## src/scp_pkg.sv

```systemverilog
// Types and constants shared by the stepper column positioner modules.
package scp_pkg;

	localparam int unsigned OFFSET_W = 10;
	localparam int unsigned PITCH_W  = 10;
	localparam int unsigned POS_W    = 14;
	localparam int unsigned BUDGET_W = 15;
	localparam int unsigned COL_W    = 4;
	localparam int unsigned CNT_W    = 4;
	localparam int unsigned DIV_STEPS = POS_W;
	localparam int unsigned PITCH_RESET  = 170;
	localparam int unsigned OFFSET_RESET = 20;
	localparam logic [COL_W-1:0] COL_NONE = 4'd15;

	typedef enum logic [2:0] {
		REQ_TICK          = 3'd0,
		REQ_MOVE          = 3'd1,
		REQ_HOME_PRESSED  = 3'd2,
		REQ_HOME_RELEASED = 3'd3,
		REQ_OTHER_KEY     = 3'd4,
		REQ_FORGET_HOME   = 3'd5
	} req_code_t;

	typedef enum logic [2:0] {
		ST_IDLE        = 3'd0,
		ST_BUSY        = 3'd1,
		ST_ARRIVED     = 3'd2,
		ST_REJECTED    = 3'd3,
		ST_NOHOME      = 3'd4,
		ST_INTERRUPTED = 3'd5
	} status_t;

	typedef enum logic [1:0] {
		MODE_IDLE   = 2'd0,
		MODE_HOMING = 2'd1,
		MODE_MOVING = 2'd2
	} mode_t;

	typedef enum logic [1:0] {
		CS_IDLE    = 2'd0,
		CS_PREP    = 2'd1,
		CS_DIVIDE  = 2'd2,
		CS_PUBLISH = 2'd3
	} ctrl_state_t;

	typedef enum logic {
		CFG_COLUMN0_OFFSET = 1'b0,
		CFG_COLUMN_PITCH   = 1'b1
	} cfg_index_t;

	typedef struct packed {
		logic [2:0]       req_type;
		logic [COL_W-1:0] target_column;
	} in_item_t;

	typedef struct packed {
		logic [1:0]       step_pulse;
		logic             step_dir;
		logic [2:0]       status;
		logic             homed;
		logic [POS_W-1:0] position;
		logic [COL_W-1:0] aligned_column;
		logic [COL_W-1:0] closest_column;
	} out_item_t;

	typedef struct packed {
		logic update;
		logic prep;
		logic step;
		logic publish;
	} scp_cmd_t;

	typedef struct packed {
		logic div_last;
	} scp_sts_t;

endpackage

```

## src/scp_datapath.sv

```systemverilog
// Positioner state, configuration registers, column divider and result register.
module scp_datapath #(
	parameter int unsigned NUM_COLUMNS = 7
) (
	input  logic                          clk,
	input  logic                          arst_n,
	input  scp_pkg::scp_cmd_t             cmd,
	output scp_pkg::scp_sts_t             sts,
	input  scp_pkg::in_item_t             in_data,
	output scp_pkg::out_item_t            out_data,
	input  logic                          cfg_we,
	input  scp_pkg::cfg_index_t           cfg_index,
	input  logic [scp_pkg::PITCH_W-1:0]   cfg_data
);

	localparam logic [scp_pkg::POS_W-1:0]    NCOL_POS  = scp_pkg::POS_W'(NUM_COLUMNS);
	localparam logic [scp_pkg::BUDGET_W-1:0] NCOL_BUD  = scp_pkg::BUDGET_W'(NUM_COLUMNS);
	localparam logic [scp_pkg::COL_W-1:0]    NCOL_COL  = scp_pkg::COL_W'(NUM_COLUMNS);
	localparam logic [scp_pkg::BUDGET_W-1:0] LAST_COL  = scp_pkg::BUDGET_W'(NUM_COLUMNS - 1);

	logic [scp_pkg::OFFSET_W-1:0] offset_q;
	logic [scp_pkg::PITCH_W-1:0]  pitch_q;
	scp_pkg::mode_t               mode_q, mode_d;
	logic [scp_pkg::POS_W-1:0]    pos_q, pos_d, target_q, target_d;
	logic                         homed_q, homed_d;
	logic [scp_pkg::BUDGET_W-1:0] budget_q, budget_d;

	logic [1:0]                   pulse_q, pulse_d;
	logic                         dir_q, dir_d;
	scp_pkg::status_t             status_q, status_d;

	logic                         in_range_q;
	logic [scp_pkg::PITCH_W-1:0]  rem_q;
	logic [scp_pkg::POS_W-1:0]    quo_q, dvd_q;
	logic [scp_pkg::CNT_W-1:0]    cnt_q;
	scp_pkg::out_item_t           out_q;

	// next-state logic of the positioner for one item
	always_comb begin
		logic [scp_pkg::POS_W-1:0]    new_target;
		logic [scp_pkg::BUDGET_W-1:0] new_budget, spent;
		logic [scp_pkg::POS_W-1:0]    stepped;
		new_target = {4'd0, offset_q}
			+ ({4'd0, pitch_q} * {10'd0, in_data.target_column});
		new_budget = {4'd0, offset_q, 1'b0} + ({5'd0, pitch_q} * NCOL_BUD);
		spent      = (budget_q >= 15'd2) ? budget_q - 15'd2 : '0;
		stepped    = (pos_q < target_q) ? pos_q + 14'd1 : pos_q - 14'd1;
		mode_d   = mode_q;
		pos_d    = pos_q;
		target_d = target_q;
		homed_d  = homed_q;
		budget_d = budget_q;
		pulse_d  = 2'd0;
		dir_d    = 1'b0;
		status_d = scp_pkg::ST_IDLE;
		unique case (in_data.req_type) inside
			scp_pkg::REQ_MOVE: begin
				if (in_data.target_column >= NCOL_COL) begin
					status_d = scp_pkg::ST_REJECTED;
				end else begin
					target_d = new_target;
					if (homed_q) begin
						mode_d   = (pos_q == new_target) ? scp_pkg::MODE_IDLE
							: scp_pkg::MODE_MOVING;
						status_d = (pos_q == new_target) ? scp_pkg::ST_ARRIVED
							: scp_pkg::ST_BUSY;
					end else begin
						budget_d = new_budget;
						mode_d   = scp_pkg::MODE_HOMING;
						status_d = scp_pkg::ST_BUSY;
					end
				end
			end
			scp_pkg::REQ_FORGET_HOME: begin
				status_d = (mode_q != scp_pkg::MODE_IDLE) ? scp_pkg::ST_INTERRUPTED
					: scp_pkg::ST_IDLE;
				mode_d   = scp_pkg::MODE_IDLE;
				homed_d  = 1'b0;
				pos_d    = '0;
			end
			scp_pkg::REQ_HOME_PRESSED, scp_pkg::REQ_HOME_RELEASED,
			scp_pkg::REQ_OTHER_KEY: begin
				case (mode_q)
					scp_pkg::MODE_HOMING: begin
						if (in_data.req_type == scp_pkg::REQ_HOME_PRESSED) begin
							pos_d    = '0;
							homed_d  = 1'b1;
							mode_d   = (target_q == '0) ? scp_pkg::MODE_IDLE
								: scp_pkg::MODE_MOVING;
							status_d = (target_q == '0) ? scp_pkg::ST_ARRIVED
								: scp_pkg::ST_BUSY;
						end else begin
							mode_d   = scp_pkg::MODE_IDLE;
							status_d = scp_pkg::ST_INTERRUPTED;
						end
					end
					scp_pkg::MODE_MOVING: begin
						// home release mid-move is ignored
						if (in_data.req_type == scp_pkg::REQ_HOME_RELEASED) begin
							status_d = scp_pkg::ST_BUSY;
						end else begin
							mode_d   = scp_pkg::MODE_IDLE;
							status_d = scp_pkg::ST_INTERRUPTED;
						end
					end
					default: ;
				endcase
			end
			default: begin
				// tick, and unknown codes act as one
				case (mode_q)
					scp_pkg::MODE_HOMING: begin
						if (budget_q == '0) begin
							mode_d   = scp_pkg::MODE_IDLE;
							status_d = scp_pkg::ST_NOHOME;
						end else begin
							pulse_d  = 2'd2;
							budget_d = spent;
							mode_d   = (spent == '0) ? scp_pkg::MODE_IDLE
								: scp_pkg::MODE_HOMING;
							status_d = (spent == '0) ? scp_pkg::ST_NOHOME
								: scp_pkg::ST_BUSY;
						end
					end
					scp_pkg::MODE_MOVING: begin
						pulse_d  = 2'd1;
						dir_d    = (pos_q < target_q);
						pos_d    = stepped;
						mode_d   = (stepped == target_q) ? scp_pkg::MODE_IDLE
							: scp_pkg::MODE_MOVING;
						status_d = (stepped == target_q) ? scp_pkg::ST_ARRIVED
							: scp_pkg::ST_BUSY;
					end
					default: ;
				endcase
			end
		endcase
	end

	always_ff @(posedge clk or negedge arst_n) begin
		if (!arst_n) begin
			offset_q <= scp_pkg::OFFSET_W'(scp_pkg::OFFSET_RESET);
			pitch_q  <= scp_pkg::PITCH_W'(scp_pkg::PITCH_RESET);
			mode_q   <= scp_pkg::MODE_IDLE;
			pos_q    <= '0;
			target_q <= '0;
			homed_q  <= 1'b0;
			budget_q <= '0;
		end else begin
			if (cfg_we) begin
				if (cfg_index == scp_pkg::CFG_COLUMN0_OFFSET) begin
					offset_q <= cfg_data;
				end else begin
					// a zero pitch behaves as one
					pitch_q <= (cfg_data == '0) ? scp_pkg::PITCH_W'(1) : cfg_data;
				end
			end
			if (cmd.update) begin
				mode_q   <= mode_d;
				pos_q    <= pos_d;
				target_q <= target_d;
				homed_q  <= homed_d;
				budget_q <= budget_d;
			end
		end
	end

	// item results and restoring divider for the column outputs
	always_ff @(posedge clk) begin
		logic [scp_pkg::PITCH_W:0] trial;
		trial = {rem_q, dvd_q[scp_pkg::POS_W-1]};
		if (cmd.update) begin
			pulse_q  <= pulse_d;
			dir_q    <= dir_d;
			status_q <= status_d;
		end
		if (cmd.prep) begin
			in_range_q <= homed_q && (pos_q >= {4'd0, offset_q});
			dvd_q      <= pos_q - {4'd0, offset_q};
			rem_q      <= '0;
			quo_q      <= '0;
			cnt_q      <= scp_pkg::CNT_W'(scp_pkg::DIV_STEPS - 1);
		end else if (cmd.step) begin
			dvd_q <= dvd_q << 1;
			cnt_q <= cnt_q - scp_pkg::CNT_W'(1);
			if (trial >= {1'b0, pitch_q}) begin
				rem_q <= scp_pkg::PITCH_W'(trial - {1'b0, pitch_q});
				quo_q <= {quo_q[scp_pkg::POS_W-2:0], 1'b1};
			end else begin
				rem_q <= trial[scp_pkg::PITCH_W-1:0];
				quo_q <= {quo_q[scp_pkg::POS_W-2:0], 1'b0};
			end
		end
	end

	always_ff @(posedge clk) begin
		logic [scp_pkg::BUDGET_W-1:0] rounded;
		rounded = {1'b0, quo_q} + ((rem_q > (pitch_q >> 1)) ? 15'd1 : 15'd0);
		if (cmd.publish) begin
			out_q.step_pulse <= pulse_q;
			out_q.step_dir   <= dir_q;
			out_q.status     <= status_q;
			out_q.homed      <= homed_q;
			out_q.position   <= homed_q ? pos_q : '0;
			if (in_range_q && rem_q == '0 && quo_q < NCOL_POS) begin
				out_q.aligned_column <= quo_q[scp_pkg::COL_W-1:0];
			end else begin
				out_q.aligned_column <= scp_pkg::COL_NONE;
			end
			if (!in_range_q) begin
				out_q.closest_column <= '0;
			end else if (rounded > LAST_COL) begin
				out_q.closest_column <= LAST_COL[scp_pkg::COL_W-1:0];
			end else begin
				out_q.closest_column <= rounded[scp_pkg::COL_W-1:0];
			end
		end
	end

	assign sts.div_last = (cnt_q == '0);
	assign out_data     = out_q;

endmodule

```

## src/scp_ctrl.sv

```systemverilog
// Sequencing state machine and output valid for the stepper column positioner.
module scp_ctrl (
	input  logic               clk,
	input  logic               arst_n,
	input  logic               in_valid,
	output logic               in_stall,
	output logic               out_valid,
	input  logic               out_stall,
	input  scp_pkg::scp_sts_t  sts,
	output scp_pkg::scp_cmd_t  cmd
);

	scp_pkg::ctrl_state_t state_q, state_d;
	logic                 out_valid_q;
	logic                 out_free;

	assign out_free = !out_valid_q || !out_stall;

	always_ff @(posedge clk or negedge arst_n) begin
		if (!arst_n) begin
			state_q <= scp_pkg::CS_IDLE;
		end else begin
			state_q <= state_d;
		end
	end

	always_comb begin
		state_d     = state_q;
		cmd.update  = 1'b0;
		cmd.prep    = 1'b0;
		cmd.step    = 1'b0;
		cmd.publish = 1'b0;
		in_stall    = 1'b1;
		unique case (state_q)
			scp_pkg::CS_IDLE: begin
				in_stall   = 1'b0;
				cmd.update = in_valid;
				if (in_valid) begin
					state_d = scp_pkg::CS_PREP;
				end
			end
			scp_pkg::CS_PREP: begin
				cmd.prep = 1'b1;
				state_d  = scp_pkg::CS_DIVIDE;
			end
			scp_pkg::CS_DIVIDE: begin
				cmd.step = 1'b1;
				if (sts.div_last) begin
					state_d = scp_pkg::CS_PUBLISH;
				end
			end
			scp_pkg::CS_PUBLISH: begin
				// hold until the result register is free
				if (out_free) begin
					cmd.publish = 1'b1;
					state_d     = scp_pkg::CS_IDLE;
				end
			end
			default: state_d = scp_pkg::CS_IDLE;
		endcase
	end

	always_ff @(posedge clk or negedge arst_n) begin
		if (!arst_n) begin
			out_valid_q <= 1'b0;
		end else if (cmd.publish) begin
			out_valid_q <= 1'b1;
		end else if (!out_stall) begin
			out_valid_q <= 1'b0;
		end
	end

	assign out_valid = out_valid_q;

	a_accept_prep: assert property (@(posedge clk) disable iff (!arst_n)
		(in_valid && !in_stall) |=> state_q == scp_pkg::CS_PREP)
		else $error("accepted item did not start preparation");

	a_prep_divide: assert property (@(posedge clk) disable iff (!arst_n)
		state_q == scp_pkg::CS_PREP |=> state_q == scp_pkg::CS_DIVIDE)
		else $error("preparation not followed by division");

	a_publish_hold: assert property (@(posedge clk) disable iff (!arst_n)
		(state_q == scp_pkg::CS_PUBLISH && out_valid_q && out_stall)
		|=> state_q == scp_pkg::CS_PUBLISH && out_valid_q)
		else $error("result published over a stalled item");

	a_valid_source: assert property (@(posedge clk) disable iff (!arst_n)
		$rose(out_valid_q) |-> $past(state_q == scp_pkg::CS_PUBLISH))
		else $error("output valid raised outside publish");

endmodule

```

## src/stepper_column_positioner.sv

```systemverilog
// Top level of the stepper column positioner.
// Usage:
//   Input items (req_type, target_column) arrive on in_valid/in_stall and are
//   taken at an edge with in_valid high and in_stall low. Each item gives
//   exactly one result item on out_valid/out_stall with step count, direction,
//   status, homed flag, position and the aligned and closest columns.
//   Configuration (column0_offset at index 0, column_pitch at index 1) is
//   written on cfg_valid/cfg_ready; cfg_ready is always high. The user must
//   write it only while no item is in flight; the block does not enforce this.
//   Sequence: an accepted item passes a preparation step, the 14-step
//   restoring divider that turns position into column numbers (one quotient
//   bit a cycle) and a publish step that raises the result valid; no new item
//   is taken before the previous one is published.
//   The result sits in an output register, so a new item is taken while a
//   stalled result waits; a finished item then holds in the publish step
//   until that register frees up.
//   Reset clears the carriage state (not homed, position zero, idle) and
//   loads the registers with offset 20 and pitch 170.
module stepper_column_positioner #(
	parameter int unsigned NUM_COLUMNS = 7
) (
	input  logic                          clk,
	input  logic                          arst_n,
	input  logic                          in_valid,
	output logic                          in_stall,
	input  scp_pkg::in_item_t             in_data,
	output logic                          out_valid,
	input  logic                          out_stall,
	output scp_pkg::out_item_t            out_data,
	input  logic                          cfg_valid,
	output logic                          cfg_ready,
	input  scp_pkg::cfg_index_t           cfg_index,
	input  logic [scp_pkg::PITCH_W-1:0]   cfg_data
);

	scp_pkg::scp_cmd_t cmd;
	scp_pkg::scp_sts_t sts;

	assign cfg_ready = 1'b1;

	scp_ctrl u_ctrl (
		.clk       (clk),
		.arst_n    (arst_n),
		.in_valid  (in_valid),
		.in_stall  (in_stall),
		.out_valid (out_valid),
		.out_stall (out_stall),
		.sts       (sts),
		.cmd       (cmd)
	);

	scp_datapath #(
		.NUM_COLUMNS (NUM_COLUMNS)
	) u_datapath (
		.clk       (clk),
		.arst_n    (arst_n),
		.cmd       (cmd),
		.sts       (sts),
		.in_data   (in_data),
		.out_data  (out_data),
		.cfg_we    (cfg_valid && cfg_ready),
		.cfg_index (cfg_index),
		.cfg_data  (cfg_data)
	);

endmodule
```

## config.mk

```make
export PLATFORM = sky130hd
export DESIGN_NAME = stepper_column_positioner
export DESIGN_NICKNAME = d
export VERILOG_FILES = /design/src/scp_pkg.sv /design/src/scp_datapath.sv /design/src/scp_ctrl.sv /design/src/stepper_column_positioner.sv
export SDC_FILE = /design/constraint.sdc
export NUM_CORES = 1
export LEC_CHECK = 0
export ABC_CLOCK_PERIOD_IN_PS = 14700
export BUFFER_PORTS_ARGS = -buffer_cell sky130_fd_sc_hd__buf_2
export CAP_MARGIN = 40
export CORE_UTILIZATION = 40
export CTS_BUF_LIST = sky130_fd_sc_hd__clkbuf_4
export DETAILED_ROUTE_END_ITERATION = 16
export GPL_TIMING_DRIVEN = 1
export PLACE_DENSITY = 0.52
export SKIP_LAST_GASP = 1
export SLEW_MARGIN = 20
export SYNTH_ARGS = -nofsm -noshare
export SYNTH_HDL_FRONTEND = slang
export SYNTH_SLANG_ARGS = --single-unit
```

## constraint.sdc

```tcl
create_clock -name clk -period 14.7 [get_ports clk]
set_input_delay 2.205 -clock clk [delete_from_list [all_inputs] [get_ports clk]]
set_output_delay 2.205 -clock clk [all_outputs]
set_load 0.1 [all_outputs]
```

==> run summary, run 1 <==
The post-cts sizing count came out at 0. The filler cell count in the final layout is a little under 3000. The detailed-router iteration count before antenna repair is 5.

The sink count of the clock tree came out at 147. The worst endpoint data arrival time came out at approximately 7000 ps. The TritonCTS clock tree is done.

The internal portion of the total power is ~1.5 mW. The most repeated library cell on the critical path is sky130_fd_sc_hd__fa_1. The total CTS buffers is 17.

The number of hold buffers added after CTS came out at 0. The switching power is 1.60 mW. The average cell area after synthesis is 9.01 um2. The proportion of power drawn by the clock network came out at 9.2%. The total placed instance area came out at 0.0125 mm2. The worst-case IR drop observed on VDD is 129 uV. The count of endpoints failing hold in the final timing report came to 0. Summing the sequential cell areas from Yosys gives 32.2% of the chip area.

The global-route wire length before repair is 49.4 mm. The core region is 0.0289 mm2. The wire-length estimate of the detail-placed layout is between 20 and 25 mm. The tree is rooted in a sky130_fd_sc_hd__clkbuf_4.

The critical path goes through buf_2 -> and2_1 -> fa_1 -> fa_1 -> fa_1 -> ha_1 -> and2_1 -> a311oi_2 -> a2111oi_0 -> a211oi_1 -> xor2_1 -> nand4_1 -> or4_1 -> a21oi_1 -> a21oi_1. The count of flip-flops with a built-in enable after synthesis came out at 50. For this design the top-level I/O count stands at 55. Once the floorplan was initialized, standard cells occupied 40.9% of the core.

The die height came out at approximately 170 um. In this run, synthesis produced a sequential element count of 147. The category of the worst setup path capture point is a register. In this run, the combinational gates consume between 60% and 70% of the power. The worst clock skew came out at 23.1 ps.

The synthesized instance count is 1310. In the final timing run, aggregate negative setup slack is 0 ps. The average detailed-routed wire length per instance is 17.5 um. The data required time at the worst endpoint came out at roughly 15000 ps.

The buffers plus inverters on the worst setup path came out at 1. The count of port buffers added during placement is 53. The multi-input combinational cells in the finished layout cover a total of 0.00739 mm2. The library cells used most frequently in the layout, excluding fill and tap cells, are sky130_fd_sc_hd__nand2_1 (115), sky130_fd_sc_hd__inv_1 (113), sky130_fd_sc_hd__o21ai_0 (103). The commonest non-fill, non-tap cell in the layout is sky130_fd_sc_hd__nand2_1. The flow ran to the end, and the final reports show no timing, DRC or antenna violations. The count of buffers added by post-CTS timing repair for setup came out at 0. The kind of start point of the critical path is an input port. The global-route total usage across every layer is 20.8%. The final weighted congestion in routability-driven placement came out at 0.860. Setup repair after global routing left no endpoint under its margin. In this run, flip-flops and latches consume about a quarter of the power. The via count of the first global-routing pass is around 9000. The transition at the pin with the smallest max-transition slack came out at roughly 830 ps. Power spread over the standard cell area amounts to around 250 mW/mm2. Of the cells placed in the final design, the portion with a size suffix greater than 1 is 10.1%. The maximum number of pins on one net before global-route repair came out at 41. The summed area of non-filler cells in the final layout is 0.0128 mm2. Registers take 0.00380 mm2.

Timing would allow up to 0.155 GHz. The max-slew violation total from the final report is 0. The family with the most delay on the worst path is adder cells. The portion of the clock cycle consumed by the worst path in the final layout came out at 44.0%.

The final global-route overflow total is 0. The clock-pin slew on the worst setup and hold paths came out at 140 ps. The initial DRC count is 572. Summing over every cut layer, the via total after detailed routing is around 9400. The mean number of vias per cell came out at 5.42.

In the final design database the tool counted 1506 nets. Counting along the longest clock path gives a buffer depth of 2. The number of nets in the synthesized netlist is ~1500. The floorplan step set the die width to ~170 um. Setup violations remaining at the end of the flow were counted as 0.

The number of warnings printed during yosys synthesis is 0. The area growth from synthesis to layout came out at 8.45%. After synthesis, the share of flip-flops with an asynchronous set or reset is 46.9%. The clock period minus final worst setup slack is ~6500 ps. Headroom to the max-slew limit came out at between 40% and 50%. The static power due to leakage is roughly 5.6 nW. The switching power share of the total came out at 50.8%. The category of the most critical setup path is input port to register. The total wire length after detailed routing is 30.4 mm. The unique cell type count in the Yosys netlist is 80. The main flop type after synthesis is sky130_fd_sc_hd__dfrtp_1. The post-route antenna net violation count came out at 0. The floorplan has 62 rows. The number of antenna violations at the first check in global routing came out at 1.

For the worst-skew pair, the clock arrives at the later sink with an insertion delay of 600 ps. After layout, the design draws a total of 3.14 mW. In this run the worst hold path is classified as register to register. The tool flagged a number of max-cap violations equal to 0. On the critical path, the stage with the largest delay is an instance of sky130_fd_sc_hd__or4_1. The delay contributed by the slowest stage of the critical path is 620 ps.

The full die area came out at roughly 0.03 mm2. CTS built an H-tree with a depth of 4. The area of the mapped netlist came out at approximately 0.012 mm2.

The number of remaining DRC errors is 0. The peak fanout along the critical path is 13.
[sequential cells by signal (all words and copies together) (netlist names)]
signal                 count
u_datapath.mode_q          2
u_datapath.target_q       14
u_datapath.dir_q           1
u_datapath.rem_q          10
u_ctrl.state_q             2
u_datapath.pitch_q        10
u_datapath.dvd_q          14
u_datapath.out_data       29
u_datapath.quo_q          14
u_datapath.in_range_q      1
u_datapath.cnt_q           4
u_datapath.pos_q          14
u_datapath.homed_q         1
u_datapath.status_q        3
u_ctrl.out_valid           1
u_datapath.pulse_q         2
u_datapath.offset_q       10
u_datapath.budget_q       15
[cells in the mapped netlist (29+ instances only)]
| cell | count | share of area (%) |
|---|---|---|
| sky130_fd_sc_hd__nand2_1 | 115 | 3.7 |
| sky130_fd_sc_hd__fa_1 | 46 | 7.8 |
| sky130_fd_sc_hd__nor3_1 | 29 | 1.2 |
| sky130_fd_sc_hd__o21ai_0 | 103 | 4.4 |
| sky130_fd_sc_hd__xnor2_1 | 37 | 2.7 |
| sky130_fd_sc_hd__inv_1 | 113 | 3.6 |
| sky130_fd_sc_hd__and2_1 | 49 | 2.6 |
| sky130_fd_sc_hd__dfrtp_1 | 63 | 13 |
| sky130_fd_sc_hd__a21oi_1 | 55 | 2.3 |
| sky130_fd_sc_hd__clkbuf_1 | 39 | 1.2 |
| sky130_fd_sc_hd__nor2_1 | 91 | 2.9 |
| sky130_fd_sc_hd__ha_1 | 96 | 10 |
| sky130_fd_sc_hd__edfxtp_1 | 50 | 13 |
[layout make-up]
| type | count | area share [%] |
|---|---|---|
| clock inverter | 14 | 1.37 |
| sequential | 147 | 29.7 |
| multi-input combinational | 997 | 57.7 |
| tap | 384 | 3.75 |
| inverter | 114 | 3.34 |
| clock buffer | 18 | 1.06 |
| antenna | 1 | 0.0196 |
| timing repair buffer | 64 | 3.06 |
[power groups by stage]
stage          clock [mW]  sequential, mW  combinational (mW)
2_1_floorplan           0           0.826                1.55
3_3_place_gp            0           0.743                2.09
3_5_place_dp            0           0.745                2.11
4_1_cts             0.299           0.737                2.13
5_1_grt             0.314           0.755                2.37
6_report            0.289           0.734                2.12
[kinds of logic after synthesis]
logic type / after synthesis / share of synthesized area [%]
fa+ha+maj: 142 / 18.0
compound gates: 321 / 17.6
buf+inv: 166 / 5.38
other cells: 2 / 0.0636
flops: 147 / 32.2
mux: 34 / 3.07
xor+xnor: 66 / 5.25
simple gates: 432 / 18.5
[metal layers]
metal	vias up	wire length, um	share of wire, %	track usage (%)
met5	-	0	0	0
met4	0	537	1.8	6.51
met1	4488	14500	48	28.1
met3	34	997	3.3	2.63
li1	4715	-	-	-
met2	197	14400	47	34.4
[path summary, 6_finish.rpt]
path | from | to | slack [ps] | cells after the start
max | in_data[3] | u_datapath.status_q[0] | 8240 | 15
min | u_datapath.pulse_q[1] | u_datapath.out_data[28] | 440 | 0
max reg2reg | u_datapath.pitch_q[4] | u_datapath.status_q[0] | 9320 | 14
min reg2reg | u_datapath.pulse_q[1] | u_datapath.out_data[28] | 440 | 0
max in group asynchronous | arst_n | u_datapath.target_q[2] | 12600 | 2
min in group asynchronous | arst_n | u_datapath.budget_q[3] | 1520 | 1
[per-stage QoR]
stage / util [%] / hold WS [ps] / std cells / worst slack, ps
after floorplan: - / 400 / 1310 / 8140
after global placement: 43.0 / 410 / 1700 / 7650
after detailed placement: 43.2 / 409 / 1705 / 7590
after CTS: 44.3 / 441 / 1737 / 8280
after global routing: 44.4 / 447 / 1739 / 8020
final: 44.4 / 438 / 1739 / 8240
Note: power is estimated with default switching activity, not from simulation.
==> run 2, diff against run 1 <==
--- a/config.mk
+++ b/config.mk
@@ -5,14 +5,14 @@
 export SDC_FILE = /design/constraint.sdc
 export NUM_CORES = 1
 export LEC_CHECK = 0
-export ABC_CLOCK_PERIOD_IN_PS = 14700
+export ABC_CLOCK_PERIOD_IN_PS = 5390
 export BUFFER_PORTS_ARGS = -buffer_cell sky130_fd_sc_hd__buf_2
 export CAP_MARGIN = 40
 export CORE_UTILIZATION = 40
 export CTS_BUF_LIST = sky130_fd_sc_hd__clkbuf_4
 export DETAILED_ROUTE_END_ITERATION = 16
 export GPL_TIMING_DRIVEN = 1
-export PLACE_DENSITY = 0.52
+export PLACE_DENSITY = 0.54
 export SKIP_LAST_GASP = 1
 export SLEW_MARGIN = 20
 export SYNTH_ARGS = -nofsm -noshare
==> constraint.sdc (replaced) <==
create_clock -name clk -period 5.39 [get_ports clk]
set_input_delay 0.8085 -clock clk [delete_from_list [all_inputs] [get_ports clk]]
set_output_delay 0.8085 -clock clk [all_outputs]
set_load 0.1 [all_outputs]
==> run 2 against run 1 <==
Compared with the run above: setup slack lost 7900 ps; design area is 2.5% higher; worst hold slack got worse by 290 ps; routed wire length increased by 1.9%; largest cell class unchanged.
==> run summary, run 2 (synthesis results as in run 1) <==
The run finished with clean final reports. The detailed placement HPWL is approximately 24 mm. The average detailed-routed wire length per instance came out at 17.3 um. Grouping stages by cell kind, the critical path spends the most delay in adder cells.

The proportion of power drawn by the clock network came out at 7.4%. The final global-route overflow total is 0. The via total after detailed routing came out at just under 10000. The post-route non-filler standard cell count came out at 1794. The global-route total usage across every layer came out at 21.1%. The peak ir drop on the vdd network came out at approximately 330 uV. After the last flow step, the layout net total stands at 1561.

In the layout the commonest cells are sky130_fd_sc_hd__nand2_1 (115), sky130_fd_sc_hd__inv_1 (113), sky130_fd_sc_hd__o21ai_0 (103). Setup repair after global routing left no endpoint under its margin. Leaving out fill and tap cells, the most frequent cell in the layout is sky130_fd_sc_hd__nand2_1. The worst endpoint data arrival time came out at approximately 5400 ps. Post-CTS timing repair inserted 0 buffers for setup. The count of standard-cell rows came out at 62. The global-route wire length before repair is 50.2 mm. The kind of start point of the critical path is a register. The portion of the clock cycle consumed by the worst path in the final layout came out at 93.2%. The max-slew violation total from the final report came to 0. The worst relative slew slack came out at 43.3%. The part of the total power dissipated in sequential elements came out at 21.5%. The final setup slack of the worst path is approximately 370 ps. For the pin with the worst max-slew slack, the measured transition is 843 ps. By startpoint and endpoint, the worst setup path is classified as register to register. Post-CTS repair changed the size of 0 cells. The worst setup path is captured at a register. The count of endpoints failing hold in the final timing report came out at 0. Once the floorplan was initialized, standard cells occupied 40.9% of the core.

TritonCTS built the clock tree. The core footprint is 0.0289 mm2. In this run the worst hold path is classified as input port to async pin.

The die covers 0.0302 mm2. In this run, the number of DRC markers left after iteration 0 of detailed routing was 686. Hold timing on the final database bottoms out at a slack of 148 ps. The number of hold buffers added after CTS is 0. The clock passes through at most 2 buffers.

The worst clock skew is 22.5 ps. The mean number of vias per cell is 5.45. The total I/O pin count came out at 55.

The share of total power dissipated in combinational logic is 71.1%. Setup violations remaining at the end of the flow were counted as 0. The peak fanout along the critical path is 6. The post-route antenna net violation count is 0. Of the total power, the share spent switching nets is 50.7%. The cell sitting at the root of the clock tree is a sky130_fd_sc_hd__clkbuf_4. The count of port buffers added during placement is 53. The analysis attributes to net switching a power of 4.43 mW. For this block, the routed nets add up to 31.0 mm of wire. The buffers plus inverters on the worst setup path came out at 1. The proportion of layout cells with a drive suffix above 1 is a little over an eighth. After layout, the minimum clock period comes to ~5000 ps. The floorplan step set the die width to 174 um. The detailed-router iteration count before antenna repair came out at 5.

The total power per unit cell area is 666 mW/mm2. Among all stages on the critical path, the largest delay is contributed by sky130_fd_sc_hd__or4_1. Entering global routing, the biggest net connects 41 pins. The congestion estimate from routability-driven global placement came to 0.871.

The sink count of the clock tree is 147. The cell-internal power is 4.30 mW. The area growth from synthesis to layout is 11.2%. The via count of the first global-routing pass was 9444.

Max-cap violations in this run came to 0. By instance count, the cell type seen most on the critical path is sky130_fd_sc_hd__fa_1. The flip-flop count of the largest register after layout came out at 29.

The total CTS buffers came out at 17. The worst-case setup slack after placement is -76.9 ps. The number of antenna violations at the first check in global routing was 1. The clock-pin slew on the worst setup and hold paths came out at 140 ps. The depth of the CTS H-tree is 4.

In the routed design, unresolved DRC markers number 0. In this run the vertical extent of the chip is 174 um. The overall power of the completed layout came out at between 8 and 9 mW. Setup total negative slack on the finished layout was measured at 0 ps.

The instance count after placement with tap cells included came out at ~1800. Traced cell by cell, the critical path runs through nand2_1 -> fa_1 -> fa_1 -> inv_1 -> fa_1 -> ha_1 -> nor2b_1 -> o211ai_1 -> a2111oi_0 -> a211oi_1 -> xor2_1 -> nand4_1 -> or4_1 -> a21oi_1 -> a21oi_1. The insertion delay to the later sink of the worst-skew pair came out at 570 ps. The highest achievable clock rate is roughly 0.2 GHz. The delay contributed by the slowest stage of the critical path is 610 ps. Summed over all cells, the static leakage comes to 5.82 nW. For the worst setup path, the data required time is 5730 ps.
-- run 2: power groups by stage --
stage                     Combinational [mW]  Clock (mW)  Sequential, mW
after floorplan                         4.23           0            2.25
after global placement                  6.12           0            1.90
after detailed placement                6.17           0            1.90
after CTS                               6.20       0.672            1.88
after global routing                    6.91       0.722            1.92
final                                   6.21       0.646            1.88
-- run 2: worst paths after layout --
kind / start / endpoint / slack (ps) / depth (start not counted)
max: u_datapath.pitch_q[0] / u_datapath.status_q[0] / 370 / 15
min: arst_n / u_datapath.budget_q[1] / 150 / 1
max reg2reg: u_datapath.pitch_q[0] / u_datapath.status_q[0] / 370 / 15
min reg2reg: u_datapath.pulse_q[1] / u_datapath.out_data[28] / 430 / 0
max in group asynchronous: arst_n / u_datapath.pos_q[11] / 4310 / 2
min in group clk: u_datapath.pulse_q[1] / u_datapath.out_data[28] / 430 / 0
-- run 2: per-stage QoR --
step                      cell area [um2]  utilization, %
final                               13100            45.5
after global routing                13100            45.5
after CTS                           13100            45.4
after detailed placement            12900            44.6
after global placement              12800            44.4
after floorplan                     11800               -
-- run 2: worst reg2reg max path: cells and delay by family, from the launching register on --
kind            cells  cell delay (ps)
fa+ha+maj           4             1850
compound gates      5             1160
simple gates        4             1010
flops               1              570
xor+xnor            1              180
buf+inv             1               50
-- run 2: cell type report --
type | instances | area [um2]
well taps | 384 | 480
inverters | 114 | 428
clock inverters | 12 | 92.6
clock buffers | 20 | 150
repair buffers | 119 | 782
fillers | 2897 | 15700
multi-input cells | 997 | 7390
diodes | 1 | 2.50
flip-flops and latches | 147 | 3800
-- run 2: metal layers --
metal	up-vias	track usage (%)	part of all wire, %
li1	4822	-	-
met5	-	0	0
met1	4758	28.5	49
met4	0	4.57	1.2
met2	169	35.4	47
met3	28	3.38	3.2
==> run 3, diff against run 2 <==
--- a/config.mk
+++ b/config.mk
@@ -5,6 +5,7 @@
 export SDC_FILE = /design/constraint.sdc
 export NUM_CORES = 1
 export LEC_CHECK = 0
+export ABC_AREA = 1
 export ABC_CLOCK_PERIOD_IN_PS = 5390
 export BUFFER_PORTS_ARGS = -buffer_cell sky130_fd_sc_hd__buf_2
 export CAP_MARGIN = 40
==> run 3 against run 2 <==
Compared with the run above: synthesized area is 2.6% higher; design area is 0.58% higher; utilization is 1.1 points lower; largest power group unchanged; register-to-register slack better by 470 ps; cell count is 17% higher; synthesized cell count is 25% higher; critical path type unchanged; largest cell class unchanged; setup slack better by 470 ps; clock skew is 11 ps higher.
==> run summary, run 3 <==
The post-route antenna net violation count is 0. For this run, the leading register cell type out of synthesis is sky130_fd_sc_hd__dfrtp_1. STA classifies the critical path endpoint as a register. The run finished with clean final reports.

The initial DRC count came out at 840. The chip width is 176 um. The global-route met2 utilization came out at 34.7%. The global-route wire length before repair is 53.8 mm. The core footprint is 0.0297 mm2.

Across the run, the number of max-cap violations was 0. The full die area is 0.0310 mm2. The highest achievable clock rate is 0.220 GHz. The proportion of synthesized flip-flops having asynchronous set or reset came out at 46.9%.

The worst path uses approximately 84% of the clock period. After clock tree synthesis, the flow added hold-fix buffers numbering 0. The area of the mapped netlist came out at approximately 0.012 mm2. The fraction of synthesized cell area taken by the top area cell type is between 10% and 20%.

In this run the static leakage power is around 6.8 nW. The count of flip-flops with a built-in enable after synthesis came out at 50. The number of antenna violations at the first check in global routing came out at 2.

The depth of the CTS H-tree came out at 4. The die height came out at 176 um. The worst clock skew came out at 33.4 ps. After routing, the total negative slack on setup checks comes to 0 ps. The mean number of vias per cell came out at 5.07.

In the post-synthesis netlist, the cell with the most instances is sky130_fd_sc_hd__nand2_1. The clock passes through at most 2 buffers. Ranked by total cell area, the synthesized netlist is headed by sky130_fd_sc_hd__nand2_1 (13%), sky130_fd_sc_hd__dfrtp_1 (13%), sky130_fd_sc_hd__edfxtp_1 (12%).

The initial cell density of the core is 40.8%. The post-synth net total came out at around 1800. The detailed-router iteration count before antenna repair came out at 7. The clock period minus final worst setup slack came out at 4550 ps. The synthesized instance count is 1633. After synthesis, the most frequently instantiated cells are sky130_fd_sc_hd__nand2_1 (423), sky130_fd_sc_hd__inv_1 (289), sky130_fd_sc_hd__nor2_1 (113), sky130_fd_sc_hd__nand3_1 (110), sky130_fd_sc_hd__o21ai_0 (99).

The critical path goes through nand2_1 -> inv_1 -> fa_1 -> fa_1 -> inv_1 -> fa_1 -> inv_1 -> ha_1 -> a21oi_1 -> nand2_1 -> nand2_1 -> nand2_1 -> nand2_1 -> nand2_1 -> nand2_1 -> nand2_1 -> nor2_1 -> nand2_1 -> nor2_1 -> nand3_1 -> a21oi_1 -> nand2_1. The utilization after layout came out at roughly 44%. Buffers inserted during clock tree synthesis total 17. Row generation in the floorplan step produced 63 rows. The final setup slack of the worst path came out at 841 ps. The via total after detailed routing came out at 10600.

The maximum number of pins on one net before global-route repair is 46. The root cell of the clock tree is sky130_fd_sc_hd__clkbuf_4. The max-slew violation total from the final report is 0. The sink count of the clock tree is 147. The worst-path cell with the longest stage delay is sky130_fd_sc_hd__dfstp_2.

Across every metal layer, demand over resource in global routing totals 22.4%. For this run, the post-layout net count is approximately 1900. STA classifies the critical path startpoint as a register. The total wire length after detailed routing came out at 33.0 mm. The number of register bits inferred by synthesis came out at ~150. The delay contributed by the slowest stage of the critical path is 730 ps. The worst relative slew slack is 49.2%. The proportion of layout cells with a drive suffix above 1 is 8.53%. The filler cell count in the final layout is 3061. The sequential element share of the synthesized area came out at a little under a third.

The number of gates resized after CTS was 0. Dividing total power by cell area gives a power density of 623 mW/mm2. The worst endpoint data arrival time is 4920 ps. Setup repair after global routing left no endpoint under its margin. The setup path with the least slack is of type register to register.

The average detailed-routed wire length per instance is 15.8 um. The count of port buffers added during placement is 53. Pin placement for this block handled 55 I/O pins. The number of remaining DRC errors came out at 0. The layer flagged by global routing as most heavily used is met2.

The routing usage on met3 came out at 3.17%. The hold slack came out at 117 ps. The unique cell type count in the Yosys netlist came out at roughly 60. The detailed placement HPWL came out at 26.0 mm.

The synthesized design spends more area on one cell type than any other, namely sky130_fd_sc_hd__nand2_1. Global routing finished with a remaining overflow of 0. The worst hold-check path type is input port to async pin.

The most repeated library cell on the critical path is sky130_fd_sc_hd__nand2_1. The count of buffers added by post-CTS timing repair for setup is 0. For met1 alone, demand over resource in global routing was 33.1%. For the worst-skew pair, the clock arrives at the later sink with an insertion delay of 600 ps. The peak ir drop on the vdd network is around 210 uV.

The via count of the first global-routing pass came to a little over 10000. For the worst setup path, the data required time is 5760 ps. The average cell area after synthesis is 7.42 um2. The clock-pin slew on the worst setup and hold paths came out at roughly 150 ps.

The worst-case setup slack after placement is 556 ps. The number of warnings printed during yosys synthesis came out at 0. In this run the worst path has a maximum fanout of 9. Leaving out fill and tap cells, the most frequent cell in the layout is sky130_fd_sc_hd__nand2_1. The flip-flop count of the largest register after layout is 29. The setup violation total in the final timing report is 0. The count of endpoints failing hold in the final timing report is 0.

The TritonCTS clock tree is done. The area growth from synthesis to layout is 8.98%. Routability-driven placement finished with a final weighted congestion of a little under 0.9. The transition at the pin with the smallest max-transition slack came out at 760 ps. The top cell types in the final layout, fill and taps aside, are sky130_fd_sc_hd__nand2_1 (423), sky130_fd_sc_hd__inv_1 (289), sky130_fd_sc_hd__nor2_1 (112).
run 3: cell count changes after synthesis, moves of 14 or more:
cell,delta
sky130_fd_sc_hd__or3_1,-18
sky130_fd_sc_hd__a21oi_1,+20
sky130_fd_sc_hd__mux2i_1,-16
sky130_fd_sc_hd__xnor2_1,-28
sky130_fd_sc_hd__a21o_1,-22
sky130_fd_sc_hd__clkbuf_1,-17
sky130_fd_sc_hd__nand2_1,+308
sky130_fd_sc_hd__and2_1,-49
sky130_fd_sc_hd__nand3_1,+83
sky130_fd_sc_hd__nor2b_1,-19
sky130_fd_sc_hd__nor2_1,+22
sky130_fd_sc_hd__o31ai_1,-14
sky130_fd_sc_hd__inv_1,+176
sky130_fd_sc_hd__mux2_2,-17
run 3: where the power goes:
| part | switching [mW] | internal, mW |
|---|---|---|
| combinational | 3.53 | 1.80 |
| clock | 0.439 | 0.378 |
| sequential | 0.435 | 1.64 |
| total | 4.40 | 3.82 |
run 3: layout make-up:
cell class / count / area [um2] / area share (%)
multi-input combinational: 1160 / 7070 / 53.5
antenna: 1 / 2.50 / 0.0190
tap: 390 / 488 / 3.70
timing repair buffer: 66 / 413 / 3.13
clock buffer: 19 / 143 / 1.08
sequential: 147 / 3800 / 28.8
inverter: 295 / 1110 / 8.39
clock inverter: 13 / 181 / 1.37
run 3: critical path, delay by kind of cell, from the launching register on:
| kind | cells | cell delay (ps) |
|---|---|---|
| adder cells (fa/ha/maj) | 4 | 1870 |
| flip-flops | 1 | 730 |
| AO/OA/AOI/OAI | 2 | 360 |
| AND/OR/NAND/NOR | 13 | 1200 |
| buffers and inverters | 3 | 170 |
run 3: final timing paths:
kind | start | to | slack (ps) | cells past startpoint
max | u_datapath.pitch_q[3] | u_datapath.status_q[0] | 840 | 22
min | arst_n | u_ctrl.state_q[0] | 120 | 1
max reg2reg | u_datapath.pitch_q[3] | u_datapath.status_q[0] | 840 | 22
min reg2reg | u_datapath.status_q[2] | u_datapath.out_data[25] | 440 | 0
max in group asynchronous | arst_n | u_datapath.pitch_q[1] | 4650 | 2
min in group clk | u_datapath.status_q[2] | u_datapath.out_data[25] | 440 | 0
run 3: cell families after synthesis:
family | after synthesis | share of synthesized area, %
buffers and inverters | 326 | 10.4
AO/OA/AOI/OAI | 247 | 11.6
multiplexers | 1 | 0.0930
flip-flops | 147 | 31.3
XOR/XNOR | 39 | 3.05
other | 2 | 0.0620
adder cells (fa/ha/maj) | 142 | 17.5
AND/OR/NAND/NOR | 729 | 26.0
run 3: per-layer routing:
metal  part of all wire, %  wire length [um]
met5                 0.024                 8
met4                  0.81               266
met3                   3.8              1250
met2                    44             14500
met1                    51             17000
run 3: stage by stage:
step                cells  instance area, um2  total power, mW
floorplan            1633               12100             6.11
global placement     2054               12800             7.30
detailed placement   2058               12900             7.40
CTS                  2090               13200             8.24
global route         2091               13200             9.12
finish               2091               13200             8.22
